<file path="src/sv/psit_pkg.sv">
// ----------------------------------------------------------------------------
// psit_pkg
// Shared widths, constants and types for the point set inertia tensor block.
// ----------------------------------------------------------------------------
package psit_pkg;
	localparam int MaxPoints  = 4096;
	localparam int CoordBits  = 20;
	localparam int AddrBits   = $clog2(MaxPoints);
	localparam int CountBits  = 13;
	localparam int SumBits    = 33;
	localparam int DiffBits   = CoordBits + 1;
	localparam int ProdBits   = 2 * DiffBits;
	localparam int AccBits    = 64;
	localparam int OutBits    = 63;
	localparam int EntryBits  = 3 * CoordBits;
	localparam int DivBits    = SumBits + 1;

	typedef logic signed [CoordBits-1:0] coord_t;
	typedef logic signed [DiffBits-1:0]  diff_t;
	typedef logic signed [ProdBits-1:0]  prod_t;
	typedef logic        [AccBits-1:0]   acc_t;
	typedef logic        [CountBits-1:0] count_t;
	typedef logic signed [SumBits-1:0]   sum_t;

	typedef enum logic [6:0] {
		ST_LOAD  = 7'b0000001,
		ST_DIV   = 7'b0000010,
		ST_READ  = 7'b0000100,
		ST_DRAIN = 7'b0001000,
		ST_DONE  = 7'b0010000,
		ST_OUT   = 7'b0100000,
		ST_DIVST = 7'b1000000
	} state_t;
endpackage

</file>
<file path="src/sv/psit_rdiv.sv">
// ----------------------------------------------------------------------------
// psit_rdiv
// Bit-serial rounded divider: (2|s|+n) / 2n with the sign of s, one quotient bit per cycle.
// ----------------------------------------------------------------------------
module psit_rdiv (
	input  logic                  clk,
	input  logic                  arst_n,
	input  logic                  start,
	input  psit_pkg::sum_t        sum,
	input  psit_pkg::count_t      n,
	output logic                  busy,
	output psit_pkg::coord_t      quot
);
	localparam int DW = psit_pkg::DivBits + 1;
	localparam int CW = $clog2(DW + 1);

	logic [DW-1:0] num_q;
	logic [DW-1:0] rem_q;
	logic [DW-1:0] den_q;
	logic          neg_q;
	logic [CW-1:0] cnt_q;
	logic [DW-1:0] mag;
	logic [DW-1:0] rem_sh;

	always_comb begin
		if (sum[psit_pkg::SumBits-1]) begin
			mag = DW'(-{{(DW-psit_pkg::SumBits){sum[psit_pkg::SumBits-1]}}, sum});
		end else begin
			mag = DW'(sum);
		end
		rem_sh = {rem_q[DW-2:0], num_q[DW-1]};
	end

	always_ff @(posedge clk or negedge arst_n) begin
		if (!arst_n) begin
			cnt_q <= '0;
		end else if (start) begin
			cnt_q <= CW'(DW);
		end else if (cnt_q != '0) begin
			cnt_q <= cnt_q - 1'b1;
		end
	end

	always_ff @(posedge clk) begin
		if (start) begin
			num_q <= DW'({mag[DW-2:0], 1'b0} + DW'(n));
			den_q <= DW'({n, 1'b0});
			rem_q <= '0;
			neg_q <= sum[psit_pkg::SumBits-1];
		end else if (cnt_q != '0) begin
			if (rem_sh >= den_q) begin
				rem_q <= rem_sh - den_q;
				num_q <= {num_q[DW-2:0], 1'b1};
			end else begin
				rem_q <= rem_sh;
				num_q <= {num_q[DW-2:0], 1'b0};
			end
		end
	end

	assign busy = (cnt_q != '0);
	assign quot = neg_q ? psit_pkg::CoordBits'(-num_q) : psit_pkg::CoordBits'(num_q);
endmodule

</file>
<file path="config.mk">
export PLATFORM = sky130hd
export DESIGN_NAME = psit_rdiv
export DESIGN_NICKNAME = d
export VERILOG_FILES = /design/src/sv/psit_pkg.sv /design/src/sv/psit_rdiv.sv
export SDC_FILE = /design/constraint.sdc
export NUM_CORES = 1
export LEC_CHECK = 0
export BUFFER_PORTS_ARGS = -buffer_cell sky130_fd_sc_hd__buf_2
export CORE_MARGIN = 8
export CORE_UTILIZATION = 45
export CTS_CLUSTER_DIAMETER = 100
export DETAILED_ROUTE_END_ITERATION = 7
export SLEW_MARGIN = 0
export SYNTH_ARGS = -nofsm -noshare
export SYNTH_HDL_FRONTEND = slang
export SYNTH_SLANG_ARGS = --single-unit
</file>
<file path="constraint.sdc">
create_clock -name clk -period 9.2 [get_ports clk]
set_clock_uncertainty 0.05 [all_clocks]
set_input_delay 0.92 -clock clk [delete_from_list [all_inputs] [get_ports clk]]
set_output_delay 0.92 -clock clk [all_outputs]
set_load 0.01 [all_outputs]
</file>
==> summary.txt <==
Run status
  • Status: completed

Synthesis
  • Area share of the leading cell type in the synthesized netlist: 21.0%
  • Synth Register Bits: 89
  • Syn Area/Cell: 8.82 sq um
  • Synthesized area: 7010 sq um
  • Top FF cell, synth: edfxtp_1
  • Syn nets: 875
  • Synth cell types: 75
  • Synth area leaders: edfxtp_1 21%, dfxtp_1 9.7%, xnor2_1 7.9%
  • Mapped Cells: 795
  • Post-synth ARST share: 6.74%
  • Ys Warns: 0
  • Post-synth top area cell: edfxtp_1
  • EDFF count, synth: 49
  • Sequential fraction of the synthesis area: 32.8%

Layout
  • Share of cells above drive strength 1: 15.8%
  • Final instance count without filler cells: 1,029
  • Area added between synthesis and finish: 10.5%
  • # nets final: 916
  • Antenna Cells: 0
  • Final core area utilization: 51.0%
  • # fillers: 1,425
  • Final instance area: 7750 sq um

Timing
  • Max Clk Rate: 0.199 GHz
  • RSZ-0062 raised after global routing: false
  • Max-slew headroom: 16.0%
  • Hold_ws: 0.343 ns
  • Min cycle time layout: 5.02 ns
  • Max Slew Vio Count: 0
  • Fin crit share: 54.6%
  • Hold Fails Final Rpt: 0
  • Post-route setup TNS: 0 ns
  • Final setup vio count: 0
  • Worst Tran Pin Value: 1.25 ns

Placement
  • Cell Area, Placed: 7430 sq um
  • PortBufs: 69
  • RePlAce Congestion: 0.903
  • Inst Count DP: 1,013
  • HPWL Detailed: 13,500 um

Detailed routing
  • DRC viols: 0
  • DRT Wirelength: 17,900 um
  • Drt initial violations: 492
  • Via count: 6,238
  • Post-DR wirelength/cell: 17.4 um
  • Drt first pass iters: 5
  • Antenna-violating nets left: 0
  • Via density: 6.06

Critical path
  • Setup crit end kind: register
  • Req. time, crit path: 9.24 ns
  • R2R Setup Slk: 5.32 ns
  • Critical Path Slowest Stage Cell: or4b_1
  • Worst EP arrival: 5.06 ns
  • CP peak stage delay: 0.69 ns
  • CP Launch Type: input pin
  • Worst-path fanout max: 9
  • Crit path cell chain: buf_2, inv_1, ha_1, or4b_1, o21ai_0, xnor2_1, ha_1, and4_1, o2bb2ai_1, a21oi_1, a221oi_1, or4b_1, nor4b_2, xnor2_1, mux2_2
  • WS Path Type: input pin to register

Power and ir drop
  • Power Density: 243 nW/um^2
  • Peak supply drop: 0.0000973 V
  • Lkg Pwr: 3.01 nW

CTS
  • Root Buffer: clkbuf_16
  • # resized after CTS: 0
  • TritonCTS buffer count: 9
  • Post-CTS Setup Inserts: 0
  • Cts hold-fix bufs: 0
  • Maximum clock insertion buffer count: 2
  • Clock slew at reported path FFs: 0.06 ns
  • CTS tree: yes
  • Clock Sinks: 89
  • Worst-Skew Late Latency: 0.34 ns
  • H-tree levels: 3

Global route
  • GRT Resource Usage Total: 17.9%
  • Global-route congestion overflow total: 0
  • Initial antenna violation count: 0
  • Largest net degree at the start of global routing: 65
  • Global-route wire length before repair: 29,400 um
  • Vias in the first global route: 5,852

Floorplan
  • Num ports: 70
  • Die width: 141 um
  • Initial Util: 46.1%
  • Site Rows: 45
  • Die height: 141 um
  • Core ar.: 15,200 sq um
  • Die area: 19,800 sq um

Min path
  • Worst hold-check path type: input pin to async pin

Job
  • Max cap viols: 0
[report_power, final]
part           internal (mW)  switching (mW)
Combinational          0.384           0.461
Clock                  0.238           0.158
Sequential             0.535           0.103
[metal layers]
layer | GRT usage (%) | share of wire, %
met1 | 24.4 | 47
met2 | 29.0 | 46
met3 | 1.49 | 4.1
met4 | 7.13 | 2.3
met5 | 0 | 0
[critical path, delay by kind of cell]
family          cells  cell delay, ns
compound gates      4            1.03
mux                 1            0.27
xor+xnor            2            0.21
simple gates        4            1.88
fa+ha+maj           2            0.57
buf+inv             2            0.19
[cell type report]
cell class	instances	area, sq um	area share [%]
Clock buffer	9	225	2.91
Clock inverter	7	93.8	1.21
Inverter	32	120	1.55
Multi-Input combinational cell	630	4390	56.6
Sequential cell	89	2300	29.7
Tap cell	188	235	3.04
Timing Repair Buffer	74	383	4.94
[flip-flops by register name, indices dropped and copies added (netlist names)]
signal	flops
num_q	35
rem_q	34
den_q	13
cnt_q	6
neg_q	1
[logic make-up after synthesis]
logic type / share of synthesized area [%]
adder cells (fa/ha/maj): 5.75
XOR/XNOR: 10.2
flip-flops: 32.8
AND/OR/NAND/NOR: 23.3
buffers and inverters: 4.66
AO/OA/AOI/OAI: 19.3
multiplexers: 3.95
[cell usage after synthesis (all sizes together) (11+ instances only)]
cell type  instances
a211oi            14
a21oi             35
a311oi            18
buf               13
clkbuf            31
dfxtp             34
edfxtp            49
ha                29
inv               30
mux2              21
nand2             64
nand2b            11
nor2              68
nor3              29
nor4              26
o21ai             29
o31ai             28
or3               31
or4               21
xnor2             63
xor2              19
[cells in the final DEF, fill, tap and decap left out, types with 7 or more instances in the layout]
| cell | Yosys | final |
|---|---|---|
| nor2_1 | 68 | 68 |
| nand3_1 | 8 | 8 |
| a211o_1 | 8 | 8 |
| nand2b_1 | 11 | 11 |
| nor3_1 | 28 | 28 |
| xor2_1 | 19 | 19 |
| ha_1 | 29 | 29 |
| nand2_1 | 64 | 64 |
| or3_1 | 30 | 30 |
| a21o_1 | 8 | 8 |
| mux2_2 | 21 | 21 |
| or2_2 | 9 | 9 |
| o21ai_0 | 28 | 28 |
| or4_1 | 19 | 19 |
| o31ai_1 | 27 | 27 |
| xnor2_1 | 63 | 63 |
| nor4_1 | 23 | 22 |
| inv_1 | 30 | 29 |
| edfxtp_1 | 49 | 49 |
| nor2b_1 | 7 | 7 |
| a311oi_1 | 18 | 18 |
| a21oi_1 | 35 | 35 |
| o41ai_1 | 8 | 8 |
| clkbuf_16 | 0 | 9 |
| buf_2 | 3 | 69 |
| a31oi_1 | 9 | 9 |
| dfxtp_1 | 34 | 34 |
| a211oi_1 | 14 | 14 |
[final timing paths]
kind                                     endpoint              startpoint  depth (start not counted)
max in group asynchronous    cnt_q[5]$_DFFE_PN0P_                  arst_n                          1
setup / recovery              num_q[31]$_DFFE_PP_                  sum[1]                         15
setup reg to reg           rem_q[11]$_SDFFE_PP0P_  rem_q[18]$_SDFFE_PP0P_                          8
min in group clk            rem_q[0]$_SDFFE_PP0P_   rem_q[0]$_SDFFE_PP0P_                          2
hold / removal               cnt_q[0]$_DFFE_PN0P_                  arst_n                          1
hold reg to reg             rem_q[0]$_SDFFE_PP0P_   rem_q[0]$_SDFFE_PP0P_                          2
[stage by stage]
step	power [mW]	setup WS (ns)
floorplan	1.29	4.40
global placement	1.47	3.93
finish	1.88	4.18
detailed placement	1.49	3.79
CTS	1.89	4.17
global route	2.01	3.84
No activity file was read; power rests on OpenSTA's default activity.
