===== src/sv/psit_ram.sv =====
// ----------------------------------------------------------------------------
// psit_ram
// Generic single-port-write, single-port-read ram with registered read data.
// ----------------------------------------------------------------------------
module psit_ram #(
	parameter int Width = 8,
	parameter int Depth = 16
) (
	input  logic                     clk,
	input  logic                     wr_en,
	input  logic [$clog2(Depth)-1:0] wr_addr,
	input  logic [Width-1:0]         wr_data,
	input  logic [$clog2(Depth)-1:0] rd_addr,
	output logic [Width-1:0]         rd_data
);
	logic [Width-1:0] mem [Depth];

	always_ff @(posedge clk) begin
		if (wr_en) begin
			mem[wr_addr] <= wr_data;
		end
		rd_data <= mem[rd_addr];
	end
endmodule


===== config.mk =====
export PLATFORM = sky130hd
export DESIGN_NAME = psit_ram
export DESIGN_NICKNAME = d
export VERILOG_FILES = /design/src/sv/psit_ram.sv
export SDC_FILE = /design/constraint.sdc
export NUM_CORES = 1
export LEC_CHECK = 0
export BUFFER_PORTS_ARGS = -buffer_cell sky130_fd_sc_hd__buf_4
export CORE_UTILIZATION = 55
export CTS_CLUSTER_DIAMETER = 100
export DETAILED_ROUTE_END_ITERATION = 8
export PLACE_DENSITY = 0.73
export SYNTH_ARGS = -nofsm -noshare
export SYNTH_HDL_FRONTEND = slang
export SYNTH_SLANG_ARGS = --single-unit

===== constraint.sdc =====
create_clock -name clk -period 2.05 [get_ports clk]
set_input_delay 0.1025 -clock clk [delete_from_list [all_inputs] [get_ports clk]]
set_output_delay 0.1025 -clock clk [all_outputs]
set_load 0.01 [all_outputs]

==> reports/results.ini, run 1 <==
[floorplan]
rows = 34
core-area_um2 = 8890
die_w_um = 98.7
initial_core_util_pct = 57.9
fp.dieArea_um2 = 9750
die_height_um = 98.7
io_pins = 26

[power]
powerDensity_nw_per_um2 = 1030
vdd_drop_max_mv = 0.890
p_leak_uw = 0.00212

[grt]
grt_antenna_before_repair = 0
grt.total_usage_pct = 22.1
grt_start_max_net_pins = 33
grt_pass1_vias = 2558
grt_overflow = 0
grt_pass1_wl_um = 14900

[setup_path]
crit_path_max_fanout = 1
worstSetupEndpointType = flop
worstPathArrival_ps = 1770
worstReg2RegStart = mem[1][5]
r2r_end = rd_data[5]
worstSetupPathType = reg -> reg
cp_data_required_time_ps = 2440
cp-start-kind = flop
r2r_cells = 3
worst-r2r-setup-slack_ps = 680

[logic_synthesis]
syn_nets = 247
ys_warn_count = 0
ys_seq_area_share_pct = 77.8
avgSynthCellArea_um2 = 22.5
yosysTopAreaCell = edfxtp_1
synth_area_um2 = 5150
synth_seq_cells = 136
post_synth_num_cell_types = 19
synth_top_area_share_pct = 74.7
synthesis.instances = 229
synth.area.top_cells = edfxtp_1, mux4_2, mux4_1

[route]
vias = 2468
drc_errors = 0
vias_per_cell = 6.03
first_iter_violations = 170
detail_route.wl_per_cell_um = 23.7
drt-pass1-iter-count = 5
ant_nets = 0
finalWirelength_um = 9710

[finish]
seq_area_um2 = 4000
layout_commonest_cell = edfxtp_1
postLayoutCoreUtil_pct = 69.6
num_antenna_cells = 0
final_cells = 409
multi_input_area_um2 = 1060
final_cell_mix = edfxtp_1, buf_4, mux4_2, a22oi_1, clkbuf_16
n_fill_cell = 538
area_growth_pct = 20.2
layout-drive-gt1-share_pct = 29.9
fin_nets = 307

[timing]
fin_crit_sh_pct = 67.0
setup_viol = 0
hold_viol = 0
finClkSkew_ps = 7.22
rsz0062_at_grt = false
fmax_mhz = 728
drv_slew = 0
tightest_slew_ps = 656
whs_ps = 90.9
maxSlewHeadroom_pct = 56.1
setup_ws_ps = 676
layout_min_cycle_time_ps = 1370
setup_tns_ps = 0

[clock_tree]
cts_buffers = 17
cts.sinks = 136
path_clk_slew_ps = 60
cts_buffer_depth = 2
cts_root_buf = clkbuf_8
cts-resized-gates = 0
h-tree-depth = 4
cts_tree = done
worstSkewPairLatency_ps = 510

[min_path]
hp-start = rd_addr[2]
hold_path_depth = 4
hold_class = in -> reg
holdPathEnd = rd_data[5]

[flow_run]
drv_cap = 0

[outcome]
status = finished, final reports clean

[placement]
dp_hpwl_um = 5920
place_inst = 370
gp_congestion = 0.746
io_buffers = 25
post-place-ws_ps = 437

[registers in the layout (all words and copies together) (netlist names)]
signal	count
rd_data	8
mem	128
[worst max-delay path by stage]
stage               start    endpoint  slack, ps  cells past startpoint
4_1_cts         mem[1][5]  rd_data[5]        680                      3
5_1_grt         mem[1][1]  rd_data[1]        590                      3
6_report        mem[1][5]  rd_data[5]        680                      3
3_3_place_gp   rd_addr[0]  rd_data[4]        480                      5
2_1_floorplan  wr_addr[2]   mem[0][0]        450                      2
3_5_place_dp   rd_addr[0]  rd_data[5]        440                      5
[per-layer routing]
metal	vias up	track usage [%]	routed length, µm
met4	0	7.46	98
met3	9	4.75	626
met1	1273	31.6	4070
met2	95	34.5	4920
li1	1091	-	-
met5	-	0	0
[cell type report]
class / count / share of cell area, %
repair buffers: 51 / 6.72
flip-flops and latches: 136 / 64.7
well taps: 108 / 2.18
clock inverters: 13 / 2.53
clock buffers: 18 / 6.76
multi-input cells: 83 / 17.1
[Yosys cell counts]
master / n
nor2b_1: 1
nor3_1: 4
mux4_2: 18
nand3_1: 1
and2b_1: 1
buf_4: 1
nand2b_1: 2
dfxtp_1: 8
nand3b_1: 2
and2_1: 1
edfxtp_1: 128
a22oi_1: 16
mux4_1: 14
buf_2: 3
nor2_1: 13
or3b_2: 1
buf_6: 3
nand2_1: 9
clkdlybuf4s25_2: 3
[cell families after synthesis]
kind of cell    Yosys count  share of synthesized area [%]
flops                   136                           77.8
mux                      32                           15.0
buf+inv                  10                           1.68
compound gates           16                           2.33
simple gates             35                           3.18
[through the flow]
stage / power (µW) / area [µm²]
4_1_cts: 6400 / 6190
5_1_grt: 6540 / 6190
3_5_place_dp: 3490 / 5530
6_report: 6360 / 6190
3_3_place_gp: 3480 / 5530
2_1_floorplan: 3350 / 5150
[critical path, cell delays in order, from the launching register on]
cell,delay (ps)
edfxtp_1,350
mux4_1,500
a22oi_1,310
nand2_1,100
[repair_timing]
item                      in CTS  in global routing
setup buffers                  0                  0
hold buffers                   8                  0
hold endpoints to repair     128                  0
[power breakdown]
part	total, µW	switching [µW]	internal (µW)
clock network	2910	1080	1830
registers	3130	19.1	3110
logic	317	166	151
Power figures use the tool's default switching activity.
==> inputs of run 2 (changes only) <==
--- a/config.mk
+++ b/config.mk
@@ -5,11 +5,12 @@
 export SDC_FILE = /design/constraint.sdc
 export NUM_CORES = 1
 export LEC_CHECK = 0
+export ABC_AREA = 1
 export BUFFER_PORTS_ARGS = -buffer_cell sky130_fd_sc_hd__buf_4
 export CORE_UTILIZATION = 55
 export CTS_CLUSTER_DIAMETER = 100
 export DETAILED_ROUTE_END_ITERATION = 8
-export PLACE_DENSITY = 0.73
+export PLACE_DENSITY = 0.72
 export SYNTH_ARGS = -nofsm -noshare
 export SYNTH_HDL_FRONTEND = slang
 export SYNTH_SLANG_ARGS = --single-unit
==> constraint.sdc (replaced) <==
create_clock -name clk -period 1.44 [get_ports clk]
set_input_delay 0.072 -clock clk [delete_from_list [all_inputs] [get_ports clk]]
set_output_delay 0.072 -clock clk [all_outputs]
set_load 0.01 [all_outputs]
==> run 2 against run 1 <==
Hold slack worse by 58 ps; count of clock-buffer cells in the layout is 1 lower; worst setup slack worse by 460 ps; critical path depth is 4 higher; critical endpoint is now rd_data[6]; largest power group unchanged.
==> reports/results.ini, run 2 <==
[outcome]
status = finished, final reports clean

[finish]
layout-drive-gt1-share_pct = 12.6
final_cells = 754
multi_input_area_um2 = 1210
num_antenna_cells = 0
regMostFlops = mem
reg_top3 = mem x128, rd_data x8
final_cell_mix = nand2_1, edfxtp_1, inv_1, nand3_1, buf_4
area_growth_pct = 18.4
seq_area_um2 = 4000
layout_commonest_cell = nand2_1
largest_register_ffs = 128
n_fill_cell = 762
fin_nets = 623

[route]
vias = 3915
detail_route.wl_per_cell_um = 17.1
vias_per_cell = 5.19
first_iter_violations = 369
drc_errors = 0
finalWirelength_um = 12900
ant_nets = 0
drt-pass1-iter-count = 5

[floorplan]
initial_core_util_pct = 56.4
die_height_um = 104
rows = 37
io_pins = 26
fp.dieArea_um2 = 10900
die_w_um = 104
core-area_um2 = 10200

[grt]
grt_antenna_before_repair = 0
grt_overflow = 0
grt.total_usage_pct = 26.0
grt_pass1_wl_um = 20600
grt_pass1_vias = 3965
grt_start_max_net_pins = 65

[power]
p_leak_uw = 0.00297
vdd_drop_max_mv = 0.817
powerDensity_nw_per_um2 = 1330

[timing]
maxSlewHeadroom_pct = 68.0
setup_ws_ps = 217
rsz0062_at_grt = false
setup_viol = 0
finClkSkew_ps = 7.76
hold_viol = 0
fin_crit_sh_pct = 84.9
fmax_mhz = 818
layout_min_cycle_time_ps = 1220
setup_tns_ps = 0
drv_slew = 0
tightest_slew_ps = 479

[logic_synthesis]
yosysTopAreaCell = edfxtp_1
ys_warn_count = 0
ys.flop_type = edfxtp_1
syn_nets = 569
synth_seq_cells = 136
post_synth_num_cell_types = 12
synthArstFlopShare_pct = 0
synth_edf_count = 128
synth_top_area_share_pct = 66.7
synth.area.top_cells = edfxtp_1, nand2_1, nand3_1
synth.most_common_cell = nand2_1
ys_seq_area_share_pct = 69.4
synth_area_um2 = 5770
avgSynthCellArea_um2 = 10.5
synth_commonest_cells = nand2_1, edfxtp_1, inv_1, nand3_1, nor2_1
synthesis.instances = 551

[setup_path]
worstSetupEndpointType = flop
r2r_cells = 6
worstPathArrival_ps = 1640
cp_data_required_time_ps = 1860
crit_start = rd_addr[2]
crit_path_max_fanout = 13
worstSetupPathType = in -> reg
worst-r2r-setup-slack_ps = 390
worstReg2RegStart = mem[0][5]
r2r_end = rd_data[5]
cp-start-kind = input port

[min_path]
holdPathEnd = rd_data[1]
hold_class = in -> reg
hp-start = rd_addr[1]
hold_path_depth = 6

[placement]
post-place-ws_ps = 226
gp_congestion = 0.863
io_buffers = 25
dp_hpwl_um = 7870
place_inst = 712

[flow_run]
drv_cap = 0

[clock_tree]
cts_root_buf = clkbuf_8
cts_buffers = 17
cts.sinks = 136
cts-resized-gates = 0
cts_tree = done
h-tree-depth = 4
worstSkewPairLatency_ps = 540
cts_buffer_depth = 2
path_clk_slew_ps = 60

## run 2: cell count changes after synthesis, sizes merged
cell | previous run | this run
nor3 | 4 | 0
clkdlybuf4s25 | 3 | 0
buf | 7 | 24
nor2b | 1 | 0
nor2 | 13 | 17
mux4 | 32 | 0
nand2b | 2 | 0
nand3 | 1 | 97
or3b | 1 | 0
and2 | 1 | 0
a22oi | 16 | 0
nand2 | 9 | 173
and2b | 1 | 0
inv | 0 | 102
## run 2: critical path, stage by stage
cell and delay, ps:
dlygate4sd3_1 530, buf_4 150, inv_1 360, buf_4 210, nand3_1 100, nand3_1 140
nand2_1 70
## run 2: area by class of cell
cell class	instances	share of cell area, %
Clock inverter	15	2.00
Clock buffer	17	6.07
Timing Repair Buffer	59	7.40
Inverter	102	5.61
Multi-Input combinational cell	289	17.8
Tap cell	136	2.49
Sequential cell	136	58.7
## run 2: worst max-delay path by stage
stage / endpoint / cells after the start
after global routing: rd_data[3] / 7
final: rd_data[6] / 7
after floorplan: mem[10][0] / 2
after global placement: rd_data[5] / 8
after CTS: rd_data[6] / 7
after detailed placement: rd_data[5] / 8
## run 2: stage by stage
stage / hold slack (ps) / utilization [%] / total power, µW / cell area (µm²)
after floorplan: 171 / - / 4850 / 5770
after global placement: 397 / 60.4 / 5100 / 6180
after detailed placement: 401 / 60.4 / 5120 / 6180
after CTS: 19.9 / 66.7 / 9120 / 6830
after global routing: 58.5 / 66.7 / 9320 / 6830
final: 32.4 / 66.7 / 9060 / 6830
## run 2: what timing repair did
item                                   4_1_cts  5_1_grt
hold buffers                                10        0
endpoints found under the hold margin      136        0
buffers inserted                             0        0
## run 2: cell families after synthesis
kind of cell | Yosys count | share of synthesized area, %
and+or+nand+nor | 289 | 21.0
DFF | 136 | 69.4
buffers and inverters | 126 | 9.52
## run 2: per-layer routing
layer  up-vias  wire, µm  global-route usage, %
li1       1882         -                      -
met1      1840      5410                   34.2
met2       167      6260                   40.9
met3        26       934                   6.20
met4         0       321                   11.9
met5         -         0                      0
## run 2: power breakdown
| part | switching (µW) | internal, µW | leakage (µW) |
|---|---|---|---|
| Combinational | 389 | 215 | 0.00149 |
| Clock | 1570 | 2420 | 0.000257 |
| Sequential | 30.8 | 4430 | 0.00122 |
==> inputs of run 3 (changes only) <==
--- a/config.mk
+++ b/config.mk
@@ -10,7 +10,7 @@
 export CORE_UTILIZATION = 55
 export CTS_CLUSTER_DIAMETER = 100
 export DETAILED_ROUTE_END_ITERATION = 8
-export PLACE_DENSITY = 0.72
+export PLACE_DENSITY = 0.75
 export SYNTH_ARGS = -nofsm -noshare
 export SYNTH_HDL_FRONTEND = slang
 export SYNTH_SLANG_ARGS = --single-unit
==> constraint.sdc (replaced) <==
create_clock -name clk -period 1.01 [get_ports clk]
set_input_delay 0.0505 -clock clk [delete_from_list [all_inputs] [get_ports clk]]
set_output_delay 0.0505 -clock clk [all_outputs]
set_load 0.01 [all_outputs]
==> run 3 against run 2 <==
The run now ends with setup timing left; hold slack improved by 50 ps; register-to-register slack got worse by 390 ps; total power increased by 46%; clock power increased by 48%; die area unchanged; first-iteration DRC count decreased by 18%; sequential cell count unchanged; count of clock-buffer cells in the layout increased by 2; design area increased by 3.7%; worst setup slack got worse by 250 ps; global-route usage decreased by 0.67 points; critical endpoint is now rd_data[0]; largest cell class unchanged.
==> reports/results.ini, run 3 (same netlist as run 2, synthesis figures left out) <==
[power]
power.switching_uw = 2980
switching_share_pct = 22.5
seq_power_share_pct = 47.9
power_frac_comb_pct = 7.3
powerDensity_nw_per_um2 = 1870
p_leak_uw = 0.00308
p_total_uw = 13300
clkPwrFrac_pct = 44.7
vdd_drop_max_mv = 0.949
internal_power_uw = 10300

[setup_path]
worstReg2RegStart = mem[0][3]
cp-start-kind = flop
critical-path-top-delay-family = flip-flops
worstPathArrival_ps = 990
worstSetupPathType = reg -> out
crit_buf_inv = 1
crit_start = rd_data[0]
cpMaxStageDelayCell = dfxtp_2
path_cells = buf_6
cp_data_required_time_ps = 960
cpPeakStageDelay_ps = 360
crit_path_max_fanout = 1
worstSetupEndpointType = output pin

[clock_tree]
path_clk_slew_ps = 60
cts_buffers = 17
cts.sinks = 136
cts_root_buf = clkbuf_8
cts_tree = done
postCtsSetupBuffers = 0
cts_buffer_depth = 2
worstSkewPairLatency_ps = 520
h-tree-depth = 4

[finish]
n_fill_cell = 725
area_growth_pct = 22.7
regMostFlops = mem
largest_register_ffs = 128
final_cell_mix = nand2_1, edfxtp_1, inv_1, nand3_1, buf_4
reg_top3 = mem x128, rd_data x8
layout_commonest_cell = nand2_1
layout-drive-gt1-share_pct = 19.3
postLayoutCoreUtil_pct = 69.2
fin_nets = 623
num_antenna_cells = 0

[floorplan]
fp.dieArea_um2 = 10900
initial_core_util_pct = 56.4
io_pins = 26
rows = 37
die_height_um = 104
core-area_um2 = 10200
die_w_um = 104

[timing]
drv_slew = 0
setup_viol = 1
setup_ws_ps = -32.9
tightest_slew_ps = 386
layout_min_cycle_time_ps = 1040
rsz0062_at_grt = true
setup_tns_ps = -32.9
finClkSkew_ps = 10.9
fin_crit_sh_pct = 103
hold_viol = 0
fmax_mhz = 959
maxSlewHeadroom_pct = 74.3

[min_path]
hp-start = rd_addr[2]
hold_class = in -> reg

[flow_run]
drv_cap = 0

[placement]
gp_congestion = 0.828
dp_hpwl_um = 7790
io_buffers = 25

[grt]
grt_antenna_before_repair = 0
grt_start_max_net_pins = 37
grt_overflow = 0
grt_pass1_vias = 3776
grt.total_usage_pct = 25.3
grt_pass1_wl_um = 19900

[route]
drt-pass1-iter-count = 5
ant_nets = 0
drc_errors = 0
finalWirelength_um = 13200
detail_route.wl_per_cell_um = 17.5
vias_per_cell = 5.22
first_iter_violations = 303
vias = 3936

[outcome]
failed_checks = setup timing
status = finished, violations left

## run 3: changes by cell type in the layout (fill, tap and decap cells not counted), moves of 8 or more
| cell | previous run | this run |
|---|---|---|
| buf_4 | 46 | 35 |
| buf_6 | 0 | 8 |
| dfxtp_1 | 8 | 0 |
| dfxtp_2 | 0 | 8 |
| nand3_1 | 97 | 69 |
| nand3_2 | 0 | 28 |
## run 3: metal layers
| layer | global-route usage (%) | vias up | wire, µm |
|---|---|---|---|
| met1 | 32.8 | 1845 | 5140 |
| met3 | 4.76 | 28 | 986 |
| met2 | 41.1 | 181 | 6680 |
| met4 | 12.3 | 0 | 409 |
| li1 | - | 1882 | - |
| met5 | 0 | - | 0 |
## run 3: area by class of cell
cell class	instances	area [µm²]	share of cell area (%)
Sequential cell	136	4010	56.7
Multi-Input combinational cell	289	1350	19.1
Timing Repair Buffer	59	583	8.24
Clock buffer	19	432	6.10
Inverter	102	383	5.41
Tap cell	136	170	2.40
Clock inverter	13	143	2.02
## run 3: final timing paths
| kind | end | slack (ps) | cells after the start |
|---|---|---|---|
| worst min-delay path | rd_data[4] | 80 | 6 |
| worst max-delay path | rd_data[0] | -30 | 1 |
| worst max register to register | rd_data[3] | 0 | 6 |
| worst min register to register | rd_data[2] | 680 | 6 |
## run 3: repair_timing
item,CTS,global route
setup endpoints to repair,10,15
hold buffers,9,0
gates resized for setup,14,30
endpoints found under the hold margin,136,0
pin swaps,0,6
## run 3: power groups by stage
stage	clock network, µW	registers (µW)	logic, µW
finish	5930	6360	975
global placement	0	6460	844
floorplan	0	6480	445
detailed placement	0	6470	864
global route	6220	6370	1050
CTS	6000	6360	924
## run 3: per-stage QoR
stage / setup WS (ps) / hold WS (ps) / cells / cell area (µm²)
2_1_floorplan: 8.66 / 149 / 551 / 5770
3_3_place_gp: -125 / 380 / 713 / 6230
3_5_place_dp: -133 / 385 / 713 / 6230
4_1_cts: -55.3 / 57.8 / 754 / 6940
5_1_grt: -45.7 / 102 / 754 / 7080
6_report: -32.9 / 82.6 / 754 / 7080
